### src/design/skcc_pkg.sv
// Package: beat types, command format and codes for the sorted key collision classifier.
`timescale 1ns / 1ps

package skcc_pkg;

   // Request and response type codes
   localparam logic REQ_RECORD   = 1'b0;
   localparam logic REQ_FLUSH    = 1'b1;
   localparam logic KIND_TRIPLET = 1'b0;
   localparam logic KIND_ID      = 1'b1;

   // Command codes passed from the front to the back
   localparam logic [1:0] OP_UNIQUE  = 2'd0;
   localparam logic [1:0] OP_COLLIDE = 2'd1;
   localparam logic [1:0] OP_MEMBER  = 2'd2;

   // Default depth of the command queue
   localparam int QUEUE_DEPTH = 4;

   typedef struct packed {
      logic        req_type;
      logic [63:0] minimizer_key;
      logic [63:0] record_id;
      logic [31:0] position;
      logic [15:0] bucket_size;
   } req_beat_type;

   typedef struct packed {
      logic        result_kind;
      logic [63:0] out_key;
      logic [31:0] out_position;
      logic [15:0] out_size;
      logic [63:0] out_id;
      logic        last_of_run;
   } rsp_beat_type;

   // One queued command expands into one to three response beats
   typedef struct packed {
      logic [1:0]  op;
      logic [63:0] key;
      logic [31:0] position;
      logic [15:0] size;
      logic [63:0] first_id;
      logic [63:0] second_id;
   } cmd_type;

   // Handshake between the queue and its neighbors
   typedef struct packed {
      logic push;
      logic pop;
   } queue_ctl_type;

   typedef struct packed {
      logic full;
      logic not_empty;
   } queue_status_type;

endpackage

### src/design/sorted_key_collision_classifier.sv
// A record that causes results is written to the queue as a command, then loaded into the output register.
// Throughput: one request per cycle; a unique or colliding-id command drains in one beat,
// a new collision in three beats, so the output port sets the sustained rate.
// The command queue (QueueDepth entries) absorbs bursts; req_ready drops when it is full.
// Reset (synchronous, active high) empties the held slot, the queue and the output register.
`timescale 1ns / 1ps

module sorted_key_collision_classifier #(
   parameter int QueueDepth = skcc_pkg::QUEUE_DEPTH
) (
   input  logic                    clock,
   input  logic                    reset,
   input  logic                    req_valid,
   output logic                    req_ready,
   input  skcc_pkg::req_beat_type  req_data,
   output logic                    rsp_valid,
   input  logic                    rsp_ready,
   output skcc_pkg::rsp_beat_type  rsp_data
);

   skcc_pkg::cmd_type          push_cmd;
   skcc_pkg::cmd_type          head_cmd;
   skcc_pkg::queue_ctl_type    queue_ctl;
   skcc_pkg::queue_status_type queue_status;
   logic                       push;
   logic                       pop;

   assign queue_ctl.push = push;
   assign queue_ctl.pop  = pop;

   skcc_front u_front (
      .clock      (clock),
      .reset      (reset),
      .req_valid  (req_valid),
      .req_ready  (req_ready),
      .req_data   (req_data),
      .queue_full (queue_status.full),
      .push       (push),
      .push_cmd   (push_cmd)
   );

   skcc_queue #(
      .Depth (QueueDepth)
   ) u_queue (
      .clock    (clock),
      .reset    (reset),
      .ctl      (queue_ctl),
      .push_cmd (push_cmd),
      .head_cmd (head_cmd),
      .status   (queue_status)
   );

   skcc_back u_back (
      .clock      (clock),
      .reset      (reset),
      .head_cmd   (head_cmd),
      .head_valid (queue_status.not_empty),
      .pop        (pop),
      .rsp_valid  (rsp_valid),
      .rsp_ready  (rsp_ready),
      .rsp_data   (rsp_data)
   );

endmodule

### src/design/skcc_front.sv
// Front: holds one record, compares keys and issues commands into the queue.
`timescale 1ns / 1ps

module skcc_front (
   input  logic                      clock,
   input  logic                      reset,
   input  logic                      req_valid,
   output logic                      req_ready,
   input  skcc_pkg::req_beat_type    req_data,
   input  logic                      queue_full,
   output logic                      push,
   output skcc_pkg::cmd_type         push_cmd
);

   logic [63:0] held_key_ff, held_key_in;
   logic [63:0] held_id_ff, held_id_in;
   logic [31:0] held_position_ff, held_position_in;
   logic [15:0] held_size_ff, held_size_in;
   logic        in_run_ff, in_run_in;
   logic        accept;
   logic        key_match;
   logic        held_live;

   assign req_ready = !queue_full;
   assign accept    = req_valid && req_ready;
   assign key_match = (req_data.minimizer_key == held_key_ff);
   assign held_live = (held_size_ff != 16'd0);

   // Classify the beat against the held record
   always_comb begin
      held_key_in      = held_key_ff;
      held_id_in       = held_id_ff;
      held_position_in = held_position_ff;
      held_size_in     = held_size_ff;
      in_run_in        = in_run_ff;
      push             = 1'b0;
      push_cmd.op        = skcc_pkg::OP_UNIQUE;
      push_cmd.key       = held_key_ff;
      push_cmd.position  = held_position_ff;
      push_cmd.size      = held_size_ff;
      push_cmd.first_id  = held_id_ff;
      push_cmd.second_id = req_data.record_id;
      if (accept) begin
         if (req_data.req_type == skcc_pkg::REQ_FLUSH) begin
            // Flush a held unique record, then empty the slot
            push             = !in_run_ff && held_live;
            held_key_in      = '0;
            held_id_in       = '0;
            held_position_in = '0;
            held_size_in     = '0;
            in_run_in        = 1'b0;
         end else if (in_run_ff && key_match) begin
            push              = 1'b1;
            push_cmd.op       = skcc_pkg::OP_MEMBER;
            push_cmd.first_id = req_data.record_id;
         end else if (!in_run_ff && held_live && key_match) begin
            // First repeat: open a collision run
            push             = 1'b1;
            push_cmd.op      = skcc_pkg::OP_COLLIDE;
            held_position_in = '0;
            held_size_in     = '0;
            in_run_in        = 1'b1;
         end else begin
            // New key: emit a live unique record, hold the new one
            push             = !in_run_ff && held_live;
            in_run_in        = 1'b0;
            held_key_in      = req_data.minimizer_key;
            held_id_in       = req_data.record_id;
            held_position_in = req_data.position;
            held_size_in     = req_data.bucket_size;
         end
      end
   end

   // Update the held record
   always_ff @(posedge clock) begin
      if (reset) begin
         held_key_ff      <= '0;
         held_id_ff       <= '0;
         held_position_ff <= '0;
         held_size_ff     <= '0;
         in_run_ff        <= 1'b0;
      end else begin
         held_key_ff      <= held_key_in;
         held_id_ff       <= held_id_in;
         held_position_ff <= held_position_in;
         held_size_ff     <= held_size_in;
         in_run_ff        <= in_run_in;
      end
   end

   // A run never coexists with a live unique record
   a_run_empty_slot: assert property (@(posedge clock) disable iff (reset)
      in_run_ff |-> (held_size_ff == 16'd0))
      else $error("collision run with live held record");

   // Nothing is issued into a full queue
   a_no_push_full: assert property (@(posedge clock) disable iff (reset)
      push |-> !queue_full)
      else $error("push into full queue");

endmodule

### src/design/skcc_queue.sv
// Queue: short command FIFO between the front and the back.
`timescale 1ns / 1ps

module skcc_queue #(
   parameter int Depth = skcc_pkg::QUEUE_DEPTH
) (
   input  logic                        clock,
   input  logic                        reset,
   input  skcc_pkg::queue_ctl_type     ctl,
   input  skcc_pkg::cmd_type           push_cmd,
   output skcc_pkg::cmd_type           head_cmd,
   output skcc_pkg::queue_status_type  status
);

   localparam int PtrW = (Depth > 1) ? $clog2(Depth) : 1;
   localparam int CntW = $clog2(Depth + 1);

   skcc_pkg::cmd_type entry_ff [Depth];
   logic [PtrW-1:0] wr_ptr_ff, wr_ptr_in;
   logic [PtrW-1:0] rd_ptr_ff, rd_ptr_in;
   logic [CntW-1:0] count_ff, count_in;

   assign status.full      = (count_ff == CntW'(Depth));
   assign status.not_empty = (count_ff != '0);
   assign head_cmd         = entry_ff[rd_ptr_ff];

   // Advance pointers with wrap at the depth
   always_comb begin
      wr_ptr_in = wr_ptr_ff;
      rd_ptr_in = rd_ptr_ff;
      count_in  = count_ff;
      if (ctl.push) begin
         wr_ptr_in = (wr_ptr_ff == PtrW'(Depth - 1)) ? '0 : wr_ptr_ff + 1'b1;
      end
      if (ctl.pop) begin
         rd_ptr_in = (rd_ptr_ff == PtrW'(Depth - 1)) ? '0 : rd_ptr_ff + 1'b1;
      end
      if (ctl.push && !ctl.pop) begin
         count_in = count_ff + 1'b1;
      end else if (ctl.pop && !ctl.push) begin
         count_in = count_ff - 1'b1;
      end
   end

   always_ff @(posedge clock) begin
      if (reset) begin
         wr_ptr_ff <= '0;
         rd_ptr_ff <= '0;
         count_ff  <= '0;
      end else begin
         wr_ptr_ff <= wr_ptr_in;
         rd_ptr_ff <= rd_ptr_in;
         count_ff  <= count_in;
      end
   end

   // Write the entry storage
   always_ff @(posedge clock) begin
      if (ctl.push) begin
         entry_ff[wr_ptr_ff] <= push_cmd;
      end
   end

   a_no_overflow: assert property (@(posedge clock) disable iff (reset)
      ctl.push |-> (count_ff != CntW'(Depth)))
      else $error("queue overflow");

   a_no_underflow: assert property (@(posedge clock) disable iff (reset)
      ctl.pop |-> (count_ff != '0))
      else $error("queue underflow");

endmodule

### src/design/skcc_back.sv
// Back: expands queued commands into response beats through an output register.
`timescale 1ns / 1ps

module skcc_back (
   input  logic                        clock,
   input  logic                        reset,
   input  skcc_pkg::cmd_type           head_cmd,
   input  logic                        head_valid,
   output logic                        pop,
   output logic                        rsp_valid,
   input  logic                        rsp_ready,
   output skcc_pkg::rsp_beat_type      rsp_data
);

   // Beat within a collision command
   localparam logic [1:0] STEP_HEAD = 2'd0;
   localparam logic [1:0] STEP_HELD = 2'd1;
   localparam logic [1:0] STEP_NEW  = 2'd2;

   logic [1:0]             step_ff, step_in;
   logic                   rsp_valid_ff, rsp_valid_in;
   skcc_pkg::rsp_beat_type rsp_data_ff, rsp_data_in;
   logic                   load;

   assign load      = head_valid && (!rsp_valid_ff || rsp_ready);
   assign rsp_valid = rsp_valid_ff;
   assign rsp_data  = rsp_data_ff;

   // Build the next beat from the head command
   always_comb begin
      step_in                  = step_ff;
      pop                      = 1'b0;
      rsp_data_in.result_kind  = skcc_pkg::KIND_TRIPLET;
      rsp_data_in.out_key      = head_cmd.key;
      rsp_data_in.out_position = '0;
      rsp_data_in.out_size     = '0;
      rsp_data_in.out_id       = '0;
      rsp_data_in.last_of_run  = 1'b1;
      unique case (head_cmd.op)
         skcc_pkg::OP_UNIQUE: begin
            rsp_data_in.out_position = head_cmd.position;
            rsp_data_in.out_size     = head_cmd.size;
            pop                      = load;
         end
         skcc_pkg::OP_COLLIDE: begin
            unique case (step_ff)
               STEP_HEAD: begin
                  rsp_data_in.last_of_run = 1'b0;
                  if (load) begin
                     step_in = STEP_HELD;
                  end
               end
               STEP_HELD: begin
                  rsp_data_in.result_kind = skcc_pkg::KIND_ID;
                  rsp_data_in.out_id      = head_cmd.first_id;
                  rsp_data_in.last_of_run = 1'b0;
                  if (load) begin
                     step_in = STEP_NEW;
                  end
               end
               default: begin
                  rsp_data_in.result_kind = skcc_pkg::KIND_ID;
                  rsp_data_in.out_id      = head_cmd.second_id;
                  pop                     = load;
                  if (load) begin
                     step_in = STEP_HEAD;
                  end
               end
            endcase
         end
         default: begin
            rsp_data_in.result_kind = skcc_pkg::KIND_ID;
            rsp_data_in.out_id      = head_cmd.first_id;
            pop                     = load;
         end
      endcase
   end

   // Hold a beat until taken; drop valid when drained
   always_comb begin
      rsp_valid_in = rsp_valid_ff;
      if (load) begin
         rsp_valid_in = 1'b1;
      end else if (rsp_ready) begin
         rsp_valid_in = 1'b0;
      end
   end

   always_ff @(posedge clock) begin
      if (reset) begin
         step_ff      <= STEP_HEAD;
         rsp_valid_ff <= 1'b0;
      end else begin
         step_ff      <= step_in;
         rsp_valid_ff <= rsp_valid_in;
      end
   end

   always_ff @(posedge clock) begin
      if (load) begin
         rsp_data_ff <= rsp_data_in;
      end
   end

   // Mid-collision steps only occur with a collision command at the head
   a_step_owner: assert property (@(posedge clock) disable iff (reset)
      (step_ff != STEP_HEAD) |-> (head_valid && head_cmd.op == skcc_pkg::OP_COLLIDE))
      else $error("collision step without collision command");

   // A command leaves the queue only with its final beat
   a_pop_last: assert property (@(posedge clock) disable iff (reset)
      pop |=> (rsp_valid_ff && rsp_data_ff.last_of_run))
      else $error("pop without final beat");

endmodule

### config.mk
export PLATFORM = sky130hd
export DESIGN_NAME = sorted_key_collision_classifier
export DESIGN_NICKNAME = d
export VERILOG_FILES = /design/src/design/skcc_pkg.sv /design/src/design/sorted_key_collision_classifier.sv /design/src/design/skcc_front.sv /design/src/design/skcc_queue.sv /design/src/design/skcc_back.sv
export SDC_FILE = /design/constraint.sdc
export NUM_CORES = 1
export LEC_CHECK = 0
export BUFFER_PORTS_ARGS = -buffer_cell sky130_fd_sc_hd__buf_2
export CORE_MARGIN = 3
export CORE_UTILIZATION = 50
export CTS_BUF_LIST = sky130_fd_sc_hd__clkbuf_8
export DETAILED_ROUTE_END_ITERATION = 8
export GPL_ROUTABILITY_DRIVEN = 1
export GPL_TIMING_DRIVEN = 1
export HOLD_SLACK_MARGIN = 0.05
export PLACE_DENSITY = 0.68
export SYNTH_ARGS = -nofsm -noshare
export SYNTH_HDL_FRONTEND = slang
export SYNTH_SLANG_ARGS = --single-unit
### constraint.sdc
create_clock -name clock -period 16.65 [get_ports clock]
set_clock_uncertainty 0.05 [all_clocks]
set_input_delay 3.33 -clock clock [delete_from_list [all_inputs] [get_ports clock]]
set_output_delay 3.33 -clock clock [all_outputs]
set_load 0.02 [all_outputs]
[Yosys cells after proc, flatten, opt, wreduce, memory -nomap -nowiden]
Memories as Yosys holds them, arrays and structs flattened. A register that Yosys moved wholly into a read port is not among the register bits.
Index checks and enable logic that the tools add are counted.
Word-level totals
  RAM bits: 968
  register bits after elaboration: 365
  output and inout bits: 180
  memories: 1
  word-level logic and storage cells: 99
Cells by class
  add/sub/neg operators: 4
  muxes and demuxes: 47
  reduce and logical (&&, ||, !) cells: 23
  eq/ne operators: 8
Memories
  u_queue.entry_ff: depth 4, width 242, rd ports 1, clocked after Yosys merged registers in 1, wr ports 1, line skcc_queue.sv:18  | skcc_pkg::cmd_type entry_ff [Depth];
Operator list (number)
  $mux W64: 9
  $pmux W64 S2: 2
  $mux W32: 3
  $eq A64 B64 Y1: 1
  $mux W16: 3
  $mux W2: 10
  $mux W1: 16
  $reduce_bool A16 Y1: 1
  $logic_and A1 B1 Y1: 7
  $mux W3: 2
  $logic_not A1 Y1: 5
  $add A2 B1 Y2 const B: 2
  $eq A2 B1 Y1 const B: 2
  $eq A2 B2 Y1 const B: 2
  $logic_not A2 Y1: 2
  $ne A2 B2 Y1 const B: 2
  $pmux W2 S2: 1
  $reduce_and A2 Y1: 2
  $reduce_bool A2 Y1: 2
  $add A3 B1 Y3 const B: 1
  $eq A3 B3 Y1 const B: 1
  $reduce_and A3 Y1: 1
  $reduce_bool A3 Y1: 1
  $sub A3 B1 Y3 const B: 1
  other kinds (3): 3

[Longest topological paths before layout]
  word-level depth: 11
  mapped depth: 12
  gate-level depth less buffers: 12

[Cells and area by module]
Synthesis repeated with hierarchy kept, for this count alone.
Second synthesis, totals
  cell total of the unflattened synthesis: 2745
  area total of the unflattened synthesis: 51782.2 µm²
By module, submodules not included
  skcc_queue: cells each 1308, instances 1, seq. area each 29248.1 µm², area each 35352.7 µm²
  skcc_front: cells each 1103, instances 1, seq. area each 3543.4 µm², area each 9870.7 µm²
  skcc_back: cells each 334, instances 1, seq. area each 5405.2 µm², area each 6558.8 µm²

[Least setup slack after synthesis]
Ideal clock, no wire load.
  path kind: input-to-reg
  start: in req_data[129] (netlist name)
  end: mem u_queue.entry_ff[0][0] (netlist name) (enable)
  arrival time: 9.952 ns
  path slack: 6.014 ns
  stages on the path: 7
  required time: 15.967 ns
  buffers on the path: 0
  cell sequence: xnor2_1 > nand4_1 > nor4_1 > nand4_1 > o21a_1 > inv_1 > and2_1
Between the ends
  cells in the longest elaborated chain, start to end: 8
  elaborated cells on any way between the ends: 9
RTL lines
  from (decl): line sorted_key_collision_classifier.sv:15  | input skcc_pkg::req_beat_type req_data,
  $eq A64 B64 Y1 *: line skcc_front.sv:26  | assign key_match = (req_data.minimizer_key == held_key_ff);
  $logic_and A1 B1 Y1: line skcc_front.sv:56  | end else if (!in_run_ff && held_live && key_match) begin
  $mux W1: line skcc_front.sv:56
  $mux W1 *: line skcc_front.sv:52  | end else if (in_run_ff && key_match) begin
  $mux W1 *: line skcc_front.sv:44  | if (req_data.req_type == skcc_pkg::REQ_FLUSH) begin
  $mux W1 *: line skcc_front.sv:43  | if (accept) begin
  named net push: line sorted_key_collision_classifier.sv:25  | logic push;
  $mux W1 *: line skcc_queue.sv:59  | if (ctl.push) begin
  $mux W1 (implied by the code) *: line skcc_queue.sv:60  | entry_ff[wr_ptr_ff] <= push_cmd;
  to (decl): line skcc_queue.sv:18
The timed path passes the listed nets; every way through them passes the cells marked *.

[Worst setup path in the final report]
  start: in req_data[113] (netlist name)
  end: mem u_queue.entry_ff[3][5] (netlist name) (enable)
Same word-level chain as after synthesis.

==> flow_metrics.py <==
metrics = {
    "synthesis": {
        "synth_top_cell_by_area": "edfxtp_1",
        "seq_area_frac_synth_pct": 73.8,
        "synth.ff_latch_count": 1335,
        "syn_inst": 2834,
        "ys_types": 41,
        "synth_fp_nets": 3022,
        "synthTopCellsByArea": "edfxtp_1 (66%), mux4_2 (10%), dfxtp_1 (7.3%)",
        "ys.flop_type": "edfxtp_1",
        "netlist_area_sq_mm": 0.0518,
        "async_flop_share_pct": 0,
        "synth_top_area_share_pct": 66.5,
        "synth_area_per_cell_sq_um": 18.3,
        "synth-edff-count": 1146,
        "ys_warn_count": 0,
    },
    "floorplan": {
        "die_h_um": 328,
        "die_w_um": 328,
        "fp-row-count": 117,
        "core_sq_mm": 0.102,
        "start_util_pct": 50.6,
        "die_area_sq_mm": 0.107,
        "ios": 361,
    },
    "grt": {
        "busiest_layer": "met2",
        "grt_use_met2_pct": 38.2,
        "grt_pass1_vias": 30100,
        "antenna_found_initial": 22,
        "grt_pass1_wl_um": 192000,
        "grt_util_met1_pct": 32.4,
        "grtUsageMet3_pct": 4.63,
        "gr-total-overflow": 0,
        "grt.total_usage_pct": 23.8,
        "grt_max_degree": 129,
    },
    "placement": {
        "placed_cell_area_sq_mm": 0.0548,
        "io_buffers": 360,
        "dp_hpwl_um": 71500,
        "gp_congestion": 0.842,
        "place_ws_ps": 7360,
    },
    "cts": {
        "clockBufferDepth": 3,
        "cts_setup_buffers": 0,
        "cts_tree": "done",
        "clkLatencyLatePin_ps": 870,
        "htree_levels": 4,
        "path_clk_slew_ps": 60,
        "cts_resized": 0,
        "cts_buffers": 207,
        "postCtsHoldBufs": 0,
        "root_buffer": "clkbuf_8",
        "cts.sinks": 1335,
    },
    "final_layout": {
        "syn_to_final_growth_pct": 14.0,
        "fin_nets": 3404,
        "finalInstanceArea_sq_mm": 0.0590,
        "layout_common_cells": "edfxtp_1 (1146), buf_2 (358), mux4_2 (240), clkbuf_8 (240), nand2_1 (194)",
        "final_common_cell": "edfxtp_1",
        "drive_gt1_share_pct": 29.5,
    },
    "timing": {
        "tns_ps": 0,
        "hold_ws_ps": 427,
        "worst_slack_ps": 8180,
        "drv_slew": 0,
        "setup_viol": 0,
        "max_freq_mhz": 118,
        "worst_slew_pin_slew_ps": 1230,
        "fin_crit_ps": 8470,
        "rsz0062_at_grt": "false",
        "relSlewSlack_pct": 17.7,
        "hold_violations": 0,
        "finalCritPeriodShare_pct": 50.8,
    },
    "power": {
        "p_total_mw": 9.45,
        "cellPowerDensity_mw_per_mm2": 160,
        "irDropWorstVdd_v": 0.000133,
        "p_leak_nw": 19.5,
    },
    "flow_run": {
        "maxCapViolCount": 0,
    },
    "setup_path": {
        "start_kind": "primary input",
        "path_max_fanout": 67,
        "r2r-start": "u_front.held_key_ff[1]",
        "crit_arrival_ps": 8880,
        "worstSetupPathType": "primary input to flop",
        "crit_start": "req_data[113]",
        "worst_setup_path_end_kind": "flop",
        "cp.required_ps": 17060,
    },
    "detailed_routing": {
        "drtAntennaViolNets": 0,
        "wirelength_um": 128000,
        "dr.pass1.iters": 5,
        "vias_per_cell": 6.16,
        "drt_iter0_markers": 2985,
        "vias": 29500,
        "drc": 0,
        "wire_per_inst_um": 26.8,
    },
    "min_path": {
        "hp-start": "u_front.held_position_ff[4]",
        "hp-class": "flop to flop",
    },
    "status": {
        "status": "complete, no violations",
    },
}
==> stage by stage <==
step / cells / util, %
after floorplan: 2834 / -
after global placement: 4375 / 53.5
after detailed placement: 4375 / 53.5
after CTS: 4766 / 57.6
after global routing: 4774 / 57.7
final: 4785 / 57.7
==> synth_stat cells (2+ instances only) <==
cell         n
edfxtp_1  1146
mux4_2     240
nand2_1    195
dfxtp_1    189
clkbuf_1   149
a31oi_1    128
nand4b_1   128
o211ai_1   128
o21ai_0     66
a32oi_1     64
xnor2_1     64
mux2_2      56
a22o_1      48
and3_1      48
buf_2       43
buf_1       26
nand4_1     17
nor2_1      13
buf_4       12
mux2_1      11
mux2i_1     11
nor4_1       8
inv_1        7
and2_1       6
ha_1         6
nand2b_1     5
nor3_1       3
a21oi_1      2
or3_1        2
xor2_1       2
==> final timing paths <==
kind	endpoint	slack, ps	cells past startpoint
worst min register to register	u_queue.entry_ff[1][148]	430	0
worst max-delay path	u_queue.entry_ff[3][5]	8180	10
worst max register to register	u_queue.entry_ff[3][5]	10350	9
worst min-delay path	u_queue.entry_ff[1][148]	430	0
==> registers in the layout, indices dropped and copies added (netlist names), named ones only <==
name,cells
u_front.in_run_ff,1
u_queue.count_ff,3
u_front.held_size_ff,16
u_queue.wr_ptr_ff,2
u_front.held_id_ff,64
u_back.step_ff,2
u_back.rsp_data,178
u_queue.rd_ptr_ff,2
u_queue.entry_ff,968
u_front.held_key_ff,64
u_front.held_position_ff,32
u_back.rsp_valid,1
==> worst max-delay path: stages <==
cell and delay [ps]:
buf_2 120, xnor2_1 520, nand4_1 470, nor4_1 700, nand4_1 540, o21a_1 380, inv_1 150, and2_4 830
buf_4 870, buf_4 780
==> routing by layer <==
metal | vias to the layer above | share of wire, %
met3 | 258 | 8.0
met5 | - | 0.021
met1 | 15200 | 40
li1 | 12500 | -
met2 | 1456 | 49
met4 | 4 | 3.3
==> layout make-up <==
| class | instances | area (sq um) |
|---|---|---|
| Clock inverter | 151 | 916 |
| Multi-Input combinational cell | 1262 | 12700 |
| Antenna cell | 19 | 47.5 |
| Timing Repair Buffer | 403 | 2150 |
| Fill cell | 7603 | 43300 |
| Tap cell | 1368 | 1710 |
| Sequential cell | 1335 | 38200 |
| Inverter | 7 | 33.8 |
| Clock buffer | 240 | 3300 |
==> where the power goes <==
part           switching (mW)  internal [mW]  total [mW]  leakage, nW
Sequential              0.226           4.30        4.52         12.3
Clock                    1.26           1.45        2.71         2.44
Combinational            1.47          0.751        2.22         4.76
==> cell families (layout without fill, tap and decap cells) <==
| kind of cell | count (synthesis) | count (layout) | share of synthesized area (%) |
|---|---|---|---|
| flip-flops | 1335 | 1335 | 73.8 |
| AO/OA/AOI/OAI | 442 | 442 | 6.10 |
| AND/OR/NAND/NOR | 429 | 429 | 4.80 |
| multiplexers | 318 | 318 | 12.1 |
| buffers and inverters | 237 | 801 | 1.91 |
| XOR/XNOR | 66 | 66 | 1.12 |
| adder cells (fa/ha/maj) | 7 | 7 | 0.184 |
| other | 0 | 19 | 0 |
Power figures use the tool's default switching activity.
